`config.mk`:
```
export PLATFORM = sky130hd
export DESIGN_NAME = obstacle_avoid_drive_fsm_top
export DESIGN_NICKNAME = d
export VERILOG_FILES = /design/src/rtl/core/oad_pkg.sv /design/src/rtl/core/oad_classify.sv /design/src/rtl/core/oad_core.sv /design/src/rtl/core/obstacle_avoid_drive_fsm_top.sv
export SDC_FILE = /design/constraint.sdc
export NUM_CORES = 1
export LEC_CHECK = 0
export BUFFER_PORTS_ARGS = -buffer_cell sky130_fd_sc_hd__clkbuf_2
export CAP_MARGIN = 20
export CORE_MARGIN = 8
export CORE_UTILIZATION = 46
export CTS_CLUSTER_SIZE = 16
export DETAILED_ROUTE_END_ITERATION = 10
export PLACE_DENSITY_LB_ADDON = 0.12
export SLEW_MARGIN = 20
export SYNTH_ARGS = -nofsm -noshare
export SYNTH_HDL_FRONTEND = slang
export SYNTH_HIERARCHICAL = 1
export SYNTH_SLANG_ARGS = --single-unit
```
`constraint.sdc`:
```
create_clock -name clk -period 2.5 [get_ports clk]
set_clock_uncertainty 0.2 [all_clocks]
set_input_delay 0.125 -clock clk [delete_from_list [all_inputs] [get_ports clk]]
set_output_delay 0.125 -clock clk [all_outputs]
set_load 0.02 [all_outputs]
```
`src/rtl/core/oad_pkg.sv`:
```
// Package for the obstacle-avoiding drive state machine.
// Holds the state numbering, the motor setpoints and the distance bundle type.
// No dependencies.
package oad_pkg;

  localparam int DistW  = 8;
  localparam int DriveW = 11;
  localparam int ModeW  = 5;

  typedef logic [ModeW-1:0]          mode_t;
  typedef logic signed [DriveW-1:0]  drive_t;

  // Action states are even; each holding state is its action plus one.
  localparam mode_t MODE_WAIT     = 5'd0;
  localparam mode_t MODE_TRACE    = 5'd2;
  localparam mode_t MODE_ADVANCE  = 5'd4;
  localparam mode_t MODE_SLIGHT_R = 5'd6;
  localparam mode_t MODE_SLIGHT_L = 5'd8;
  localparam mode_t MODE_TURN_L   = 5'd10;
  localparam mode_t MODE_TURN_R   = 5'd12;
  localparam mode_t MODE_SPIN_L   = 5'd14;
  localparam mode_t MODE_SPIN_R   = 5'd16;
  localparam mode_t MODE_LAST     = 5'd17;

  // Motor setpoints in tenths of a percent.
  localparam drive_t DRV_ZERO       = 11'sd0;
  localparam drive_t DRV_TRACE_R    = -11'sd390;
  localparam drive_t DRV_TRACE_L    = 11'sd426;
  localparam drive_t DRV_ADVANCE_R  = -11'sd250;
  localparam drive_t DRV_ADVANCE_L  = 11'sd265;
  localparam drive_t DRV_SLOW_NEG   = -11'sd150;
  localparam drive_t DRV_SLOW_POS   = 11'sd150;
  localparam drive_t DRV_CRAWL_NEG  = -11'sd100;
  localparam drive_t DRV_CRAWL_POS  = 11'sd100;

  typedef struct packed {
    logic [DistW-1:0] left_side;
    logic [DistW-1:0] right_side;
    logic [DistW-1:0] left;
    logic [DistW-1:0] center;
    logic [DistW-1:0] right;
  } dist_t;

endpackage

```
`src/rtl/core/oad_classify.sv`:
```
// Obstacle classifier: picks the next action from the five distances.
// Purely combinational; depends on oad_pkg.
module oad_classify
  import oad_pkg::*;
(
  input  dist_t ranges,
  input  logic  parity,
  output mode_t next_action
);

  mode_t spin_action;

  assign spin_action = parity ? MODE_SPIN_R : MODE_SPIN_L;

  // The first matching class wins, so the order of the arms matters.
  always_comb begin
    priority if (ranges.right < 8'd25 && ranges.left < 8'd25) begin
      next_action = spin_action;
    end else if (ranges.right < 8'd30 && ranges.center > 8'd20 && ranges.left > 8'd30) begin
      next_action = MODE_TURN_L;
    end else if (ranges.right > 8'd30 && ranges.center > 8'd20 && ranges.left < 8'd30) begin
      next_action = MODE_TURN_R;
    end else if (ranges.center < 8'd30) begin
      next_action = spin_action;
    end else if (ranges.right_side < 8'd10 && ranges.left_side < 8'd10) begin
      next_action = (ranges.right_side < ranges.left_side) ? MODE_SLIGHT_R : MODE_SLIGHT_L;
    end else if (ranges.right_side < 8'd15) begin
      next_action = MODE_SLIGHT_R;
    end else if (ranges.left_side < 8'd15) begin
      next_action = MODE_SLIGHT_L;
    end else if (ranges.right < 8'd50 || ranges.center < 8'd60 || ranges.left < 8'd50 ||
                 ranges.left_side < 8'd40 || ranges.right_side < 8'd40) begin
      next_action = MODE_ADVANCE;
    end else begin
      next_action = MODE_TRACE;
    end
  end

endmodule

```
`src/rtl/core/oad_core.sv`:
```
// State registers of the drive machine and their next-state logic.
// Depends on oad_pkg and oad_classify. The registers double as the result.
module oad_core
  import oad_pkg::*;
(
  input  logic   clk,
  input  logic   rst_n,
  input  logic   step,
  input  logic   jack_present,
  input  dist_t  ranges,
  output drive_t right_setpoint,
  output drive_t left_setpoint,
  output logic   white_led,
  output logic   blue_led,
  output mode_t  robot_mode
);

  mode_t  mode_r, mode_nxt;
  logic   parity_r, parity_nxt;
  drive_t right_r, right_nxt;
  drive_t left_r, left_nxt;
  logic   white_r, white_nxt;
  logic   blue_r, blue_nxt;
  mode_t  next_action;

  oad_classify u_classify (
    .ranges      (ranges),
    .parity      (parity_r),
    .next_action (next_action)
  );

  always_comb begin
    mode_nxt   = mode_r;
    parity_nxt = parity_r;
    right_nxt  = right_r;
    left_nxt   = left_r;
    white_nxt  = white_r;
    blue_nxt   = blue_r;
    if (!jack_present) begin
      right_nxt = DRV_ZERO;
      left_nxt  = DRV_ZERO;
      white_nxt = 1'b1;
      blue_nxt  = 1'b0;
      mode_nxt  = MODE_WAIT;
    end else if (mode_r == MODE_WAIT) begin
      // Leaving waiting goes straight to the chosen action, with no hold state between.
      right_nxt = DRV_ZERO;
      left_nxt  = DRV_ZERO;
      mode_nxt  = next_action;
    end else if (mode_r <= MODE_LAST && mode_r[0]) begin
      // Do not restart the action that is already being held.
      if (next_action + 5'd1 != mode_r) begin
        mode_nxt = next_action;
      end
    end else begin
      unique case (mode_r)
        MODE_TRACE: begin
          right_nxt = DRV_TRACE_R;
          left_nxt  = DRV_TRACE_L;
          white_nxt = 1'b0;
          blue_nxt  = 1'b1;
        end
        MODE_ADVANCE: begin
          right_nxt  = DRV_ADVANCE_R;
          left_nxt   = DRV_ADVANCE_L;
          white_nxt  = 1'b0;
          blue_nxt   = 1'b0;
          parity_nxt = ~parity_r;
        end
        MODE_SLIGHT_R: begin
          right_nxt = DRV_SLOW_NEG;
          left_nxt  = DRV_CRAWL_POS;
          white_nxt = 1'b0;
          blue_nxt  = 1'b0;
        end
        MODE_SLIGHT_L: begin
          right_nxt = DRV_CRAWL_NEG;
          left_nxt  = DRV_SLOW_POS;
          white_nxt = 1'b0;
          blue_nxt  = 1'b0;
        end
        MODE_TURN_L: begin
          right_nxt = DRV_ZERO;
          left_nxt  = DRV_SLOW_POS;
          white_nxt = 1'b0;
          blue_nxt  = 1'b0;
        end
        MODE_TURN_R: begin
          right_nxt = DRV_SLOW_NEG;
          left_nxt  = DRV_ZERO;
          white_nxt = 1'b0;
          blue_nxt  = 1'b0;
        end
        MODE_SPIN_L: begin
          right_nxt = DRV_CRAWL_NEG;
          left_nxt  = DRV_CRAWL_NEG;
          white_nxt = 1'b0;
          blue_nxt  = 1'b0;
        end
        MODE_SPIN_R: begin
          right_nxt = DRV_CRAWL_POS;
          left_nxt  = DRV_CRAWL_POS;
          white_nxt = 1'b0;
          blue_nxt  = 1'b0;
        end
        default: begin
        end
      endcase
      if (mode_r <= MODE_LAST) begin
        mode_nxt = mode_r + 5'd1;
      end
    end
  end

  always_ff @(posedge clk) begin
    if (!rst_n) begin
      mode_r   <= MODE_WAIT;
      parity_r <= 1'b0;
      right_r  <= DRV_ZERO;
      left_r   <= DRV_ZERO;
      white_r  <= 1'b0;
      blue_r   <= 1'b0;
    end else if (step) begin
      mode_r   <= mode_nxt;
      parity_r <= parity_nxt;
      right_r  <= right_nxt;
      left_r   <= left_nxt;
      white_r  <= white_nxt;
      blue_r   <= blue_nxt;
    end
  end

  assign right_setpoint = right_r;
  assign left_setpoint  = left_r;
  assign white_led      = white_r;
  assign blue_led       = blue_r;
  assign robot_mode     = mode_r;

endmodule

```
`src/rtl/core/obstacle_avoid_drive_fsm_top.sv`:
```
// Channel  Dir  Width  Contents
// in_      in   48     jack flag and five distances, one transfer per control tick
// out_     out  32     held setpoints, LED levels and state number
//
// Each tick goes through the classifier and next-state logic into
// the state registers, which also serve as the result register.
// A new transfer is taken every cycle while the result is taken, or while no
// result is waiting. A stalled result holds and blocks only the input.
// Synchronous active-low reset returns to waiting with drives and LEDs off.
// Top level of the obstacle-avoiding drive machine; depends on oad_pkg and oad_core.
module obstacle_avoid_drive_fsm_top
  import oad_pkg::*;
(
  input  logic        clk,
  input  logic        rst_n,
  input  logic        in_tvalid,
  output logic        in_tready,
  // [0] jack_present, [8:1] dist_right, [16:9] dist_center, [24:17] dist_left,
  // [32:25] dist_right_side, [40:33] dist_left_side, [47:41] zero
  input  logic [47:0] in_tdata,
  output logic        out_tvalid,
  input  logic        out_tready,
  // [10:0] right_setpoint, [21:11] left_setpoint, [22] white_led,
  // [23] blue_led, [28:24] robot_mode, [31:29] zero
  output logic [31:0] out_tdata
);

  logic   out_valid_r;
  logic   step;
  dist_t  ranges;
  drive_t right_setpoint;
  drive_t left_setpoint;
  logic   white_led;
  logic   blue_led;
  mode_t  robot_mode;

  assign in_tready = ~out_valid_r | out_tready;
  assign step      = in_tvalid & in_tready;

  assign ranges.right      = in_tdata[8:1];
  assign ranges.center     = in_tdata[16:9];
  assign ranges.left       = in_tdata[24:17];
  assign ranges.right_side = in_tdata[32:25];
  assign ranges.left_side  = in_tdata[40:33];

  oad_core u_core (
    .clk            (clk),
    .rst_n          (rst_n),
    .step           (step),
    .jack_present   (in_tdata[0]),
    .ranges         (ranges),
    .right_setpoint (right_setpoint),
    .left_setpoint  (left_setpoint),
    .white_led      (white_led),
    .blue_led       (blue_led),
    .robot_mode     (robot_mode)
  );

  always_ff @(posedge clk) begin
    if (!rst_n) begin
      out_valid_r <= 1'b0;
    end else if (step) begin
      out_valid_r <= 1'b1;
    end else if (out_tready) begin
      out_valid_r <= 1'b0;
    end
  end

  assign out_tvalid = out_valid_r;
  assign out_tdata  = {3'b000, robot_mode, blue_led, white_led,
                       left_setpoint, right_setpoint};

endmodule
```
Word-level counts from Yosys, hierarchy flattened
Cells that the tools add are included.
{"block": "totals", "reg_bits": 31, "latch_bits": 0, "ramBits": 0, "rom_bits": 0, "input_bits": 52, "out_inout_bits": 34, "word_cells": 110, "mem_count": 0}
{"block": "classes", "addsub": 2, "n_mul": 0, "n_div": 0, "n_lt_le_gt_ge": 19, "n_eq_ne": 18, "shifts": 0, "n_mux": 33, "bitwise": 6, "reduce_logical": 25}
{"cell": "case mux 11 bit (6 select lines)", "n": 2}
{"cell": "2-to-1 mux 11 bit", "n": 6}
{"cell": "2-to-1 mux 5 bit", "n": 10}
{"cell": "less-than comparator 8 x 5 -> 1 bit, second input constant", "n": 5}
{"cell": "less-than comparator 8 x 6 -> 1 bit, second input constant", "n": 5}
{"cell": "less-than comparator 8 x 4 -> 1 bit, second input constant", "n": 4}
{"cell": "greater-than comparator 8 x 5 -> 1 bit, second input constant", "n": 3}
{"cell": "equality test 5 x 4 -> 1 bit, second input constant", "n": 4}
{"cell": "2-to-1 mux 4 bit", "n": 4}
{"cell": "!= test 8 x 3 -> 1 bit, second input constant", "n": 2}
{"cell": "adder 5 x 1 -> 5 bit, second input constant", "n": 2}
{"cell": "equality test 5 x 3 -> 1 bit, second input constant", "n": 2}
{"cell": "2-to-1 mux 1 bit", "n": 9}
{"cell": "AND reduction 3 bit", "n": 3}
{"cell": "less-than comparator 8 bit", "n": 1}
{"cell": "AND reduction 4 bit", "n": 2}
{"cell": "OR reduction 2 bit", "n": 4}
{"cell": "OR reduction 8 bit", "n": 1}
{"cell": "logical AND 1 bit", "n": 7}
{"cell": "OR reduction 7 bit", "n": 1}
{"cell": "!= test 2 bit, second input constant", "n": 3}
{"cell": "!= test 3 x 2 -> 1 bit, second input constant", "n": 2}
{"cell": "equality test 5 x 2 -> 1 bit, second input constant", "n": 1}
{"cell": "equality test 5 bit, second input constant", "n": 1}
{"cell": "other kinds (13)", "n": 19}

Depth between registers and ports, before layout
Gate-level depths: netlist of run 1.
{"block": "depth", "ltp_word": 19, "mapped_depth": 13, "depth_no_buf": 13}

Hierarchy
Netlist of run 1, hierarchy kept.
{"mod": "oad_core", "instances": 1, "cells_each": 220, "area_per_inst_um2": 1706.6, "seq_area_each_um2": 500.5}
{"mod": "oad_classify", "instances": 1, "cells_each": 86, "area_per_inst_um2": 565.5, "seq_area_each_um2": 0.0}
{"mod": "obstacle_avoid_drive_fsm_top", "instances": 1, "cells_each": 11, "area_per_inst_um2": 98.8, "seq_area_each_um2": 20.0}

Worst setup path after synthesis of run 1
Ideal clock, no wire load.
{"block": "synth_path", "kind": "input-to-reg", "from": "in in_tdata[35]", "to": "reg u_core.mode_r[0], in the netlist u_core/robot_mode[0]", "setup_time_ps": 72, "arrival_time_ps": 2518, "required_time_ps": 2228, "setup_slack_ps": -289, "path_stages": 13, "path_buffers": 0, "cell_sequence": "inv_1 > ha_1 > a211oi_1 > o21ai_0 > a41oi_1 > o22ai_1 > o211ai_1 > o2bb2ai_1 > xnor2_1 > a221oi_1 > a21oi_1 > o311ai_4 > mux2i_1"}
{"block": "synth_via", "elab_chain_len": 15, "word_cells_on_any_way": 24, "classes_between": "add/sub (1); order compare (4); eq/ne (2); mux (13); reduce/logical (4)"}
{"element": "start: declaration", "line": "obstacle_avoid_drive_fsm_top.sv:20", "rtl": "input logic [47:0] in_tdata,"}
{"element": "less-than comparator 8 x 6 -> 1 bit", "line": "oad_classify.sv:32", "rtl": "ranges.left_side < 8'd40 || ranges.right_side < 8'd40) begin"}
{"element": "logical OR 1 bit", "line": "oad_classify.sv:31", "rtl": "end else if (ranges.right < 8'd50 || ranges.center < 8'd60 || ranges.left < 8'd50 ||"}
{"element": "logical OR 1 bit", "line": "oad_classify.sv:32"}
{"element": "2-to-1 mux 3 bit", "line": "oad_classify.sv:31"}
{"element": "2-to-1 mux 4 bit", "line": "oad_classify.sv:29", "rtl": "end else if (ranges.left_side < 8'd15) begin"}
{"element": "2-to-1 mux 4 bit", "line": "oad_classify.sv:27", "rtl": "end else if (ranges.right_side < 8'd15) begin"}
{"element": "2-to-1 mux 4 bit *", "line": "oad_classify.sv:25", "rtl": "end else if (ranges.right_side < 8'd10 && ranges.left_side < 8'd10) begin"}
{"element": "2-to-1 mux 5 bit *", "line": "oad_classify.sv:23", "rtl": "end else if (ranges.center < 8'd30) begin"}
{"element": "2-to-1 mux 5 bit *", "line": "oad_classify.sv:21", "rtl": "end else if (ranges.right > 8'd30 && ranges.center > 8'd20 && ranges.left < 8'd30) begin"}
{"element": "2-to-1 mux 5 bit *", "line": "oad_classify.sv:19", "rtl": "end else if (ranges.right < 8'd30 && ranges.center > 8'd20 && ranges.left > 8'd30) begin"}
{"element": "2-to-1 mux 5 bit *", "line": "oad_classify.sv:17", "rtl": "priority if (ranges.right < 8'd25 && ranges.left < 8'd25) begin"}
{"element": "named net u_core.next_action[2]", "line": "oad_core.sv:24", "rtl": "mode_t next_action;"}
{"element": "adder 5 x 1 -> 5 bit *", "line": "oad_core.sv:52", "rtl": "if (next_action + 5'd1 != mode_r) begin"}
{"element": "!= test 5 bit *", "line": "oad_core.sv:52"}
{"element": "!= test 4 x 3 -> 1 bit (no source line) *"}
{"element": "AND reduction 3 bit (no source line) *"}
{"element": "end signal: assignment", "line": "oad_core.sv:124", "rtl": "mode_r <= mode_nxt;"}
{"element": "end: declaration", "line": "oad_core.sv:18", "rtl": "mode_t mode_r, mode_nxt;"}
Mark *: on every way through the listed nets, which the timed path passes. The rest lies on a longest branch. The select of a mux whose other input is x is not followed.
A chain may end at the register's enable or synchronous reset.

Final worst setup path of run 1
{"block": "layout_path", "from": "in in_tdata[2]", "to": "reg u_core.mode_r[2], in the netlist u_core/robot_mode[2]"}
{"block": "layout_via", "elab_chain_len": 17, "word_cells_on_any_way": 29, "classes_between": "add/sub (1); order compare (4); eq/ne (2); mux (12); reduce/logical (10)"}
{"element": "less-than comparator 8 x 6 -> 1 bit", "line": "oad_classify.sv:31"}
{"element": "logical OR 1 bit (3 in a row)", "line": "oad_classify.sv:31"}
{"element": "logical OR 1 bit", "line": "oad_classify.sv:32"}
{"element": "2-to-1 mux 3 bit", "line": "oad_classify.sv:31"}
{"element": "2-to-1 mux 4 bit", "line": "oad_classify.sv:29"}
{"element": "2-to-1 mux 4 bit", "line": "oad_classify.sv:27"}
{"element": "2-to-1 mux 4 bit", "line": "oad_classify.sv:25"}
{"element": "2-to-1 mux 5 bit", "line": "oad_classify.sv:23"}
{"element": "2-to-1 mux 5 bit", "line": "oad_classify.sv:21"}
{"element": "2-to-1 mux 5 bit", "line": "oad_classify.sv:19"}
{"element": "2-to-1 mux 5 bit *", "line": "oad_classify.sv:17"}
{"element": "named net u_core.next_action[1]", "line": "oad_core.sv:24"}
{"element": "adder 5 x 1 -> 5 bit *", "line": "oad_core.sv:52"}
{"element": "!= test 5 bit *", "line": "oad_core.sv:52"}
{"element": "!= test 4 x 3 -> 1 bit (no source line) *"}
{"element": "AND reduction 3 bit (no source line) *"}
Marks and branches as above.

==> impl_metrics.xml, run 1 <==
<?xml version="1.0" encoding="UTF-8"?>
<metrics>
  <group name="clocking">
    <metric name="tritoncts" unit="">yes</metric>
    <metric name="numClockSinks" unit="">26</metric>
    <metric name="path_clk_slew" unit="ps">90</metric>
    <metric name="deepest_level_of_the_cts_h_tree" unit="">1</metric>
    <metric name="clk-insertion-delay-late" unit="ps">280</metric>
    <metric name="root_buffer" unit="">sky130_fd_sc_hd__clkbuf_8</metric>
    <metric name="cts_inserted_buffers" unit="">3</metric>
    <metric name="ctsLongestPathBuffers" unit="">2</metric>
  </group>
  <group name="final_layout">
    <metric name="final_cell_count_no_fill" unit="">489</metric>
    <metric name="layout-area-overhead-vs-synth" unit="%">44.54</metric>
    <metric name="utilization" unit="%">67.97</metric>
    <metric name="layout_common_cells" unit="">sky130_fd_sc_hd__clkbuf_2, sky130_fd_sc_hd__buf_4, sky130_fd_sc_hd__nand2_1</metric>
    <metric name="antenna_cells_inserted" unit="">0</metric>
    <metric name="mostFrequentLayoutCell" unit="">sky130_fd_sc_hd__clkbuf_2</metric>
    <metric name="finalNetCount" unit="">484</metric>
    <metric name="fin_area" unit="um2">3427</metric>
    <metric name="ratio_of_cells_with_drive_above_1_in_the_final_layout" unit="%">42.72</metric>
  </group>
  <group name="sta">
    <metric name="timing_worst_slew_pin_value" unit="ps">501.1</metric>
    <metric name="timing_hold_violations_final" unit="">0</metric>
    <metric name="fmaxAchievable" unit="GHz">0.4055</metric>
    <metric name="finalCriticalPeriod" unit="ps">2466</metric>
    <metric name="fin_ws" unit="ps">33.73</metric>
    <metric name="setup_viol_count_final" unit="">0</metric>
    <metric name="final_min_period_over_clock_period" unit="%">98.65</metric>
    <metric name="slew_headroom" unit="%">66.52</metric>
    <metric name="finalSetupTns" unit="ps">0</metric>
    <metric name="grt_setup_unrepaired" unit="">yes</metric>
    <metric name="timing_max_transition_violations_final" unit="">0</metric>
  </group>
  <group name="synth">
    <metric name="seq_area_frac_synth" unit="%">21.95</metric>
    <metric name="post_synth_instance_area" unit="um2">2371</metric>
    <metric name="synth_top_cell_by_area" unit="">sky130_fd_sc_hd__dfxtp_1</metric>
    <metric name="area_fraction_of_the_dominant_cell_type_after_synthesis" unit="%">21.95</metric>
    <metric name="synthesis.instances" unit="">317</metric>
    <metric name="number_of_synthesized_flops_with_an_enable_pin" unit="">0</metric>
    <metric name="yosysUniqueCellTypes" unit="">67</metric>
    <metric name="synth_flop_cell" unit="">sky130_fd_sc_hd__dfxtp_1</metric>
    <metric name="synth-warning-count" unit="">6</metric>
    <metric name="synthTopCellsByArea" unit="">sky130_fd_sc_hd__dfxtp_1, sky130_fd_sc_hd__ha_1, sky130_fd_sc_hd__a21oi_1, sky130_fd_sc_hd__nand2_1, sky130_fd_sc_hd__o21ai_0</metric>
    <metric name="synth-seq-cells" unit="">26</metric>
    <metric name="synthesis.area_per_instance" unit="um2">7.480</metric>
    <metric name="postSynth.asyncResetShare" unit="%">0</metric>
  </group>
  <group name="global_route">
    <metric name="first_pass_grt_wire_length" unit="mm">10.72</metric>
    <metric name="globalRouteTotalUtil" unit="%">16.74</metric>
    <metric name="antenna_found_initial" unit="">0</metric>
    <metric name="grt_max_degree" unit="">18</metric>
    <metric name="globalRoute.totalOverflow" unit="">0</metric>
    <metric name="first_global_vias" unit="">2518</metric>
  </group>
  <group name="outcome">
    <metric name="outcome" unit="">finished, final reports clean</metric>
  </group>
  <group name="route">
    <metric name="drcViolationCount" unit="">0</metric>
    <metric name="detail-route-antenna-nets" unit="">0</metric>
    <metric name="route.final.wire_length" unit="mm">6.759</metric>
    <metric name="drt_iter0_drc" unit="">154</metric>
    <metric name="routed-via-count" unit="">2599</metric>
    <metric name="vias_per_cell" unit="">5.315</metric>
    <metric name="detail_route.first_pass.iterations" unit="">6</metric>
    <metric name="wire_per_inst" unit="um">13.82</metric>
  </group>
  <group name="floorplanning">
    <metric name="floorplan.io_pins" unit="">86</metric>
    <metric name="row_count" unit="">26</metric>
    <metric name="fp.dieArea" unit="um2">7708</metric>
    <metric name="dieWidth" unit="um">87.80</metric>
    <metric name="initial_core_util" unit="%">47.02</metric>
    <metric name="core_footprint" unit="um2">5042</metric>
    <metric name="die_height" unit="um">87.80</metric>
  </group>
  <group name="worst_hold_path">
    <metric name="worstHoldPathCells" unit="">3</metric>
    <metric name="timing.hold.worst.class" unit="">primary input to register</metric>
  </group>
  <group name="placed_design">
    <metric name="detailed_place_hpwl" unit="mm">5.186</metric>
    <metric name="placement.cell_area" unit="um2">3143</metric>
    <metric name="placed_cells" unit="">481</metric>
    <metric name="place.gp.congestion" unit="">0.8227</metric>
    <metric name="portBuffers" unit="">74</metric>
    <metric name="placement.setup.worst_slack" unit="ps">-425.8</metric>
  </group>
  <group name="setup_path">
    <metric name="worst-endpoint-required" unit="ps">2510</metric>
    <metric name="worstPathMaxFanout" unit="">5</metric>
    <metric name="setup.worst_path.end_class" unit="">register</metric>
    <metric name="timing.reg2reg.worst_path_depth" unit="">8</metric>
    <metric name="critPathKind" unit="">primary input to register</metric>
    <metric name="start_kind" unit="">primary input</metric>
    <metric name="arrival" unit="ps">2480</metric>
  </group>
  <group name="power_and_ir_drop">
    <metric name="power.leakage" unit="nW">1.514</metric>
    <metric name="irDropWorstVdd" unit="mV">0.2340</metric>
    <metric name="powerDensity" unit="nW/um2">417.0</metric>
  </group>
  <group name="flow_run">
    <metric name="maxCapViolations" unit="">0</metric>
  </group>
</metrics>
==> state kept, by name (all words and copies together), names as in the netlist <==
register	flops
u_core/blue_led	1
u_core/white_led	1
u_core/robot_mode	5
u_core/left_setpoint	9
u_core/right_setpoint	8
u_core/parity_r	1
out_tvalid	1
==> Yosys cell counts, drive strengths merged (2+ instances only) <==
cell type / number
dfxtp: 26
and2: 4
inv: 14
mux2i: 7
xnor2: 6
nand4: 6
o22ai: 2
xor2: 3
o31ai: 2
or3: 5
and3b: 2
clkbuf: 10
nor3b: 2
o311ai: 8
nor4: 2
ha: 12
o2111ai: 2
nand2: 37
and4: 2
conb: 3
a221oi: 2
nand2b: 6
o21bai: 4
a211oi: 3
nand3b: 2
a21oi: 29
a31oi: 3
nor2b: 6
nor2: 20
or3b: 3
nand3: 10
o21ai: 23
o21a: 7
a21boi: 4
o211ai: 2
buf: 19
nor3: 6
==> final cells by class <==
class	count	area, um2
Sequential cell	26	521.8
Clock buffer	3	41.29
Fill cell	446	1615
Multi-Input combinational cell	250	1863
Clock inverter	1	30.03
Tap cell	70	87.58
Inverter	14	67.56
Timing Repair Buffer	125	815.8
==> critical path: stages <==
cell	delay, ps
sky130_fd_sc_hd__clkbuf_2	90
sky130_fd_sc_hd__buf_4	130
sky130_fd_sc_hd__o311ai_1	330
sky130_fd_sc_hd__nand4_1	170
sky130_fd_sc_hd__buf_4	190
sky130_fd_sc_hd__a21oi_1	180
sky130_fd_sc_hd__a21oi_2	60
sky130_fd_sc_hd__ha_1	300
sky130_fd_sc_hd__xnor2_1	170
sky130_fd_sc_hd__nand3_1	140
sky130_fd_sc_hd__o311ai_4	280
sky130_fd_sc_hd__buf_6	160
sky130_fd_sc_hd__mux2i_1	180
==> per-layer routing <==
| metal | track usage, % | up-vias | share of wire (%) |
|---|---|---|---|
| met1 | 20.01 | 1188 | 44 |
| met2 | 30.03 | 66 | 50 |
| met4 | 5.000 | 0 | 1.2 |
| met3 | 2.158 | 8 | 4.7 |
| li1 | - | 1337 | - |
| met5 | 0 | - | 0 |
==> final timing paths <==
kind	from	slack [ps]	end
worst max register to register	u_core/robot_mode[0]	160	u_core/right_setpoint[8]
worst min register to register	u_core/right_setpoint[3]	260	u_core/right_setpoint[3]
worst max-delay path	in_tdata[2]	30	u_core/robot_mode[2]
worst min-delay path	rst_n	80	u_core/robot_mode[1]
==> power breakdown <==
part | internal (mW) | total, mW | switching (mW) | leakage, nW
logic | 0.292 | 0.621 | 0.329 | 1.27
registers | 0.436 | 0.457 | 0.0204 | 0.212
clock network | 0.214 | 0.352 | 0.137 | 0.0357
total | 0.943 | 1.43 | 0.486 | 1.51
==> what timing repair did <==
action	in CTS	in global routing
setup buffers	1	1
pin swaps	2	12
hold endpoints to repair	1	0
endpoints found under the setup margin	5	5
hold buffers	2	0
gates resized for setup	7	40
==> metrics by stage <==
stage / total power, mW / hold WS [ps]
global route: 1.519 / 91.53
detailed placement: 1.024 / 171.7
CTS: 1.396 / 64.22
finish: 1.429 / 81.75
global placement: 1.016 / 165.5
floorplan: 0.8372 / 61.52
==> cells by family after synthesis <==
logic type | after synthesis | share of synthesized area, %
buffers and inverters | 43 | 9.235
adders and majority gates | 12 | 6.332
muxes | 8 | 3.430
other | 3 | 0.4749
DFF | 26 | 21.95
AOI/OAI and AO/OA | 100 | 28.81
and+or+nand+nor | 116 | 26.44
xor gates and xnor gates | 9 | 3.325
Note: power is estimated with default switching activity, not from simulation.
==> run 2: changes to the inputs <==
--- a/config.mk
+++ b/config.mk
@@ -13,4 +13,5 @@
 export DETAILED_ROUTE_END_ITERATION = 10
 export PLACE_DENSITY_LB_ADDON = 0.12
+export RECOVER_POWER = 50
 export SLEW_MARGIN = 20
 export SYNTH_ARGS = -nofsm -noshare
==> constraint.sdc (replaced) <==
create_clock -name clk -period 2.5 [get_ports clk]
set_clock_uncertainty 0.2 [all_clocks]
set_input_delay 0.625 -clock clk [delete_from_list [all_inputs] [get_ports clk]]
set_output_delay 0.625 -clock clk [all_outputs]
set_load 0.02 [all_outputs]
==> run 2 against run 1 <==
Effect of this change: the flow now finishes with violations (negative setup slack); first-iteration DRC count rose by 19%; largest cell class unchanged; clock-buffer cell count did not move; design area fell by 3.8%; setup slack got worse by 510 ps; critical endpoint is now u_core/robot_mode[0]; largest power group unchanged; sequential power barely moved.
==> impl_metrics.xml, run 2 (synthesis gave the netlist of run 1 again) <==
<?xml version="1.0" encoding="UTF-8"?>
<metrics>
  <group name="route">
    <metric name="detail-route-antenna-nets" unit="">0</metric>
    <metric name="detail_route.first_pass.iterations" unit="">4</metric>
    <metric name="route.final.wire_length" unit="mm">6.665</metric>
    <metric name="drcViolationCount" unit="">0</metric>
    <metric name="wire_per_inst" unit="um">13.74</metric>
    <metric name="vias_per_cell" unit="">5.373</metric>
    <metric name="drt_iter0_drc" unit="">183</metric>
    <metric name="routed-via-count" unit="">2606</metric>
  </group>
  <group name="placed_design">
    <metric name="place.gp.congestion" unit="">0.8180</metric>
    <metric name="placement.setup.worst_slack" unit="ps">-952.2</metric>
    <metric name="placed_cells" unit="">480</metric>
    <metric name="detailed_place_hpwl" unit="mm">5.269</metric>
    <metric name="portBuffers" unit="">74</metric>
  </group>
  <group name="worst_hold_path">
    <metric name="holdCritStartpoint" unit="">u_core/right_setpoint[1]</metric>
    <metric name="timing.hold.worst.class" unit="">register to register</metric>
    <metric name="min_to" unit="">u_core/right_setpoint[1]</metric>
    <metric name="worstHoldPathCells" unit="">2</metric>
  </group>
  <group name="final_layout">
    <metric name="mostFrequentLayoutCell" unit="">sky130_fd_sc_hd__buf_4</metric>
    <metric name="ratio_of_cells_with_drive_above_1_in_the_final_layout" unit="%">35.42</metric>
    <metric name="final_cell_count_no_fill" unit="">485</metric>
    <metric name="largest_register_ff_count" unit="">9</metric>
    <metric name="multi_input_area" unit="um2">1826</metric>
    <metric name="filler_cell_count" unit="">458</metric>
    <metric name="antenna_cells_inserted" unit="">0</metric>
    <metric name="utilization" unit="%">65.41</metric>
    <metric name="layout_common_cells" unit="">sky130_fd_sc_hd__buf_4, sky130_fd_sc_hd__clkbuf_2, sky130_fd_sc_hd__nand2_1</metric>
    <metric name="area.sequential" unit="um2">520.5</metric>
    <metric name="finalNetCount" unit="">480</metric>
    <metric name="layout-area-overhead-vs-synth" unit="%">39.10</metric>
  </group>
  <group name="power_and_ir_drop">
    <metric name="design_power_total" unit="mW">1.405</metric>
    <metric name="power.leakage" unit="nW">1.392</metric>
    <metric name="powerDensity" unit="nW/um2">425.9</metric>
    <metric name="irDropWorstVdd" unit="mV">0.2561</metric>
  </group>
  <group name="clocking">
    <metric name="ctsLongestPathBuffers" unit="">2</metric>
    <metric name="cts_inserted_buffers" unit="">3</metric>
    <metric name="deepest_level_of_the_cts_h_tree" unit="">1</metric>
    <metric name="ctsHoldBuffers" unit="">0</metric>
    <metric name="root_buffer" unit="">sky130_fd_sc_hd__clkbuf_8</metric>
    <metric name="clk-insertion-delay-late" unit="ps">270</metric>
    <metric name="numClockSinks" unit="">26</metric>
    <metric name="path_clk_slew" unit="ps">100</metric>
    <metric name="tritoncts" unit="">yes</metric>
  </group>
  <group name="setup_path">
    <metric name="start_kind" unit="">primary input</metric>
    <metric name="timing.reg2reg.setup_slack" unit="ps">150</metric>
    <metric name="reg2reg_to" unit="">u_core/robot_mode[0]</metric>
    <metric name="arrival" unit="ps">2990</metric>
    <metric name="critical-path-max-stage-delay" unit="ps">270</metric>
    <metric name="critPathSlowestCell" unit="">sky130_fd_sc_hd__a221oi_2</metric>
    <metric name="regToRegStartpoint" unit="">u_core/parity_r</metric>
    <metric name="worstPathMaxFanout" unit="">5</metric>
    <metric name="worst-endpoint-required" unit="ps">2510</metric>
    <metric name="setup.worst_path.end_class" unit="">register</metric>
    <metric name="timing.reg2reg.worst_path_depth" unit="">9</metric>
    <metric name="worstPathCellList" unit="">clkbuf_16 &gt; inv_12 &gt; ha_4 &gt; a211oi_2 &gt; o21ai_2 &gt; a41oi_2 &gt; o22ai_2 &gt; o211ai_1 &gt; o2bb2ai_2 &gt; xnor2_1 &gt; a221oi_2 &gt; a21oi_2 &gt; o311ai_4 &gt; buf_6 &gt; mux2i_1</metric>
    <metric name="critPathKind" unit="">primary input to register</metric>
  </group>
  <group name="floorplanning">
    <metric name="initial_core_util" unit="%">47.02</metric>
    <metric name="fp.dieArea" unit="um2">7708</metric>
    <metric name="floorplan.io_pins" unit="">86</metric>
    <metric name="row_count" unit="">26</metric>
    <metric name="core_footprint" unit="um2">5042</metric>
    <metric name="die_height" unit="um">87.80</metric>
    <metric name="dieWidth" unit="um">87.80</metric>
  </group>
  <group name="sta">
    <metric name="finalCriticalPeriod" unit="ps">2977</metric>
    <metric name="setup_viol_count_final" unit="">5</metric>
    <metric name="grt_setup_unrepaired" unit="">yes</metric>
    <metric name="slew_headroom" unit="%">55.06</metric>
    <metric name="timing_max_transition_violations_final" unit="">0</metric>
    <metric name="timing_worst_slew_pin_value" unit="ps">673.2</metric>
    <metric name="final_min_period_over_clock_period" unit="%">119.1</metric>
    <metric name="finalSetupTns" unit="ps">-2326</metric>
    <metric name="fmaxAchievable" unit="GHz">0.3359</metric>
    <metric name="fin_ws" unit="ps">-477.3</metric>
    <metric name="timing_hold_violations_final" unit="">0</metric>
  </group>
  <group name="global_route">
    <metric name="grt_max_degree" unit="">20</metric>
    <metric name="first_pass_grt_wire_length" unit="mm">10.98</metric>
    <metric name="globalRoute.totalOverflow" unit="">0</metric>
    <metric name="first_global_vias" unit="">2517</metric>
    <metric name="globalRouteTotalUtil" unit="%">17.06</metric>
    <metric name="antenna_found_initial" unit="">0</metric>
  </group>
  <group name="outcome">
    <metric name="failed_checks" unit="">negative setup slack</metric>
    <metric name="outcome" unit="">finished, violations left</metric>
  </group>
  <group name="flow_run">
    <metric name="maxCapViolations" unit="">0</metric>
  </group>
</metrics>
[run 2: metal layers]
metal	vias up	part of all wire, %	track usage [%]
li1	1329	-	-
met1	1190	45	21.18
met2	79	49	30.10
met3	8	5.1	2.064
met4	0	1.4	4.219
met5	-	0	0
[run 2: stage by stage]
stage | area [um2] | hold WS [ps]
6_report | 3298 | 257.4
5_1_grt | 3298 | 282.8
4_1_cts | 3266 | 260.0
3_5_place_dp | 3134 | 247.7
3_3_place_gp | 3134 | 240.4
2_1_floorplan | 2504 | 292.6
[run 2: where the power goes]
group | internal (mW) | switching, mW
Combinational | 0.271 | 0.318
Sequential | 0.436 | 0.0232
Clock | 0.214 | 0.143
Total | 0.921 | 0.483
[run 2: worst max-delay path, delay by kind of cell]
kind                       cells  cell delay, ps
xor gates and xnor gates       1             120
muxes                          1             180
AOI/OAI and AO/OA              9            1530
buffers and inverters          3             310
adders and majority gates      1             230
[run 2: layout make-up]
class                   count  share of cell area (%)
clock inverters             1                  0.9105
flip-flops and latches     26                   15.78
repair buffers            121                   22.00
inverters                  14                   2.049
well taps                  70                   2.656
clock buffers               3                   1.252
multi-input cells         250                   55.35
[run 2: how the worst max path moves through the flow]
| stage | slack, ps | startpoint | cells after the start | to |
|---|---|---|---|---|
| 2_1_floorplan | -520 | in_tdata[35] | 13 | u_core/robot_mode[0] |
| 3_3_place_gp | -850 | in_tdata[35] | 15 | u_core/robot_mode[4] |
| 3_5_place_dp | -950 | in_tdata[35] | 15 | u_core/robot_mode[0] |
| 4_1_cts | -480 | in_tdata[35] | 15 | u_core/robot_mode[0] |
| 5_1_grt | -630 | in_tdata[38] | 15 | u_core/robot_mode[3] |
| 6_report | -480 | in_tdata[35] | 15 | u_core/robot_mode[0] |
[run 2: what timing repair did]
action / 4_1_cts / 5_1_grt
setup endpoints to repair: 5 / 5
pin swaps: 5 / 11
gates resized for setup: 10 / 16
setup buffers: 1 / 0
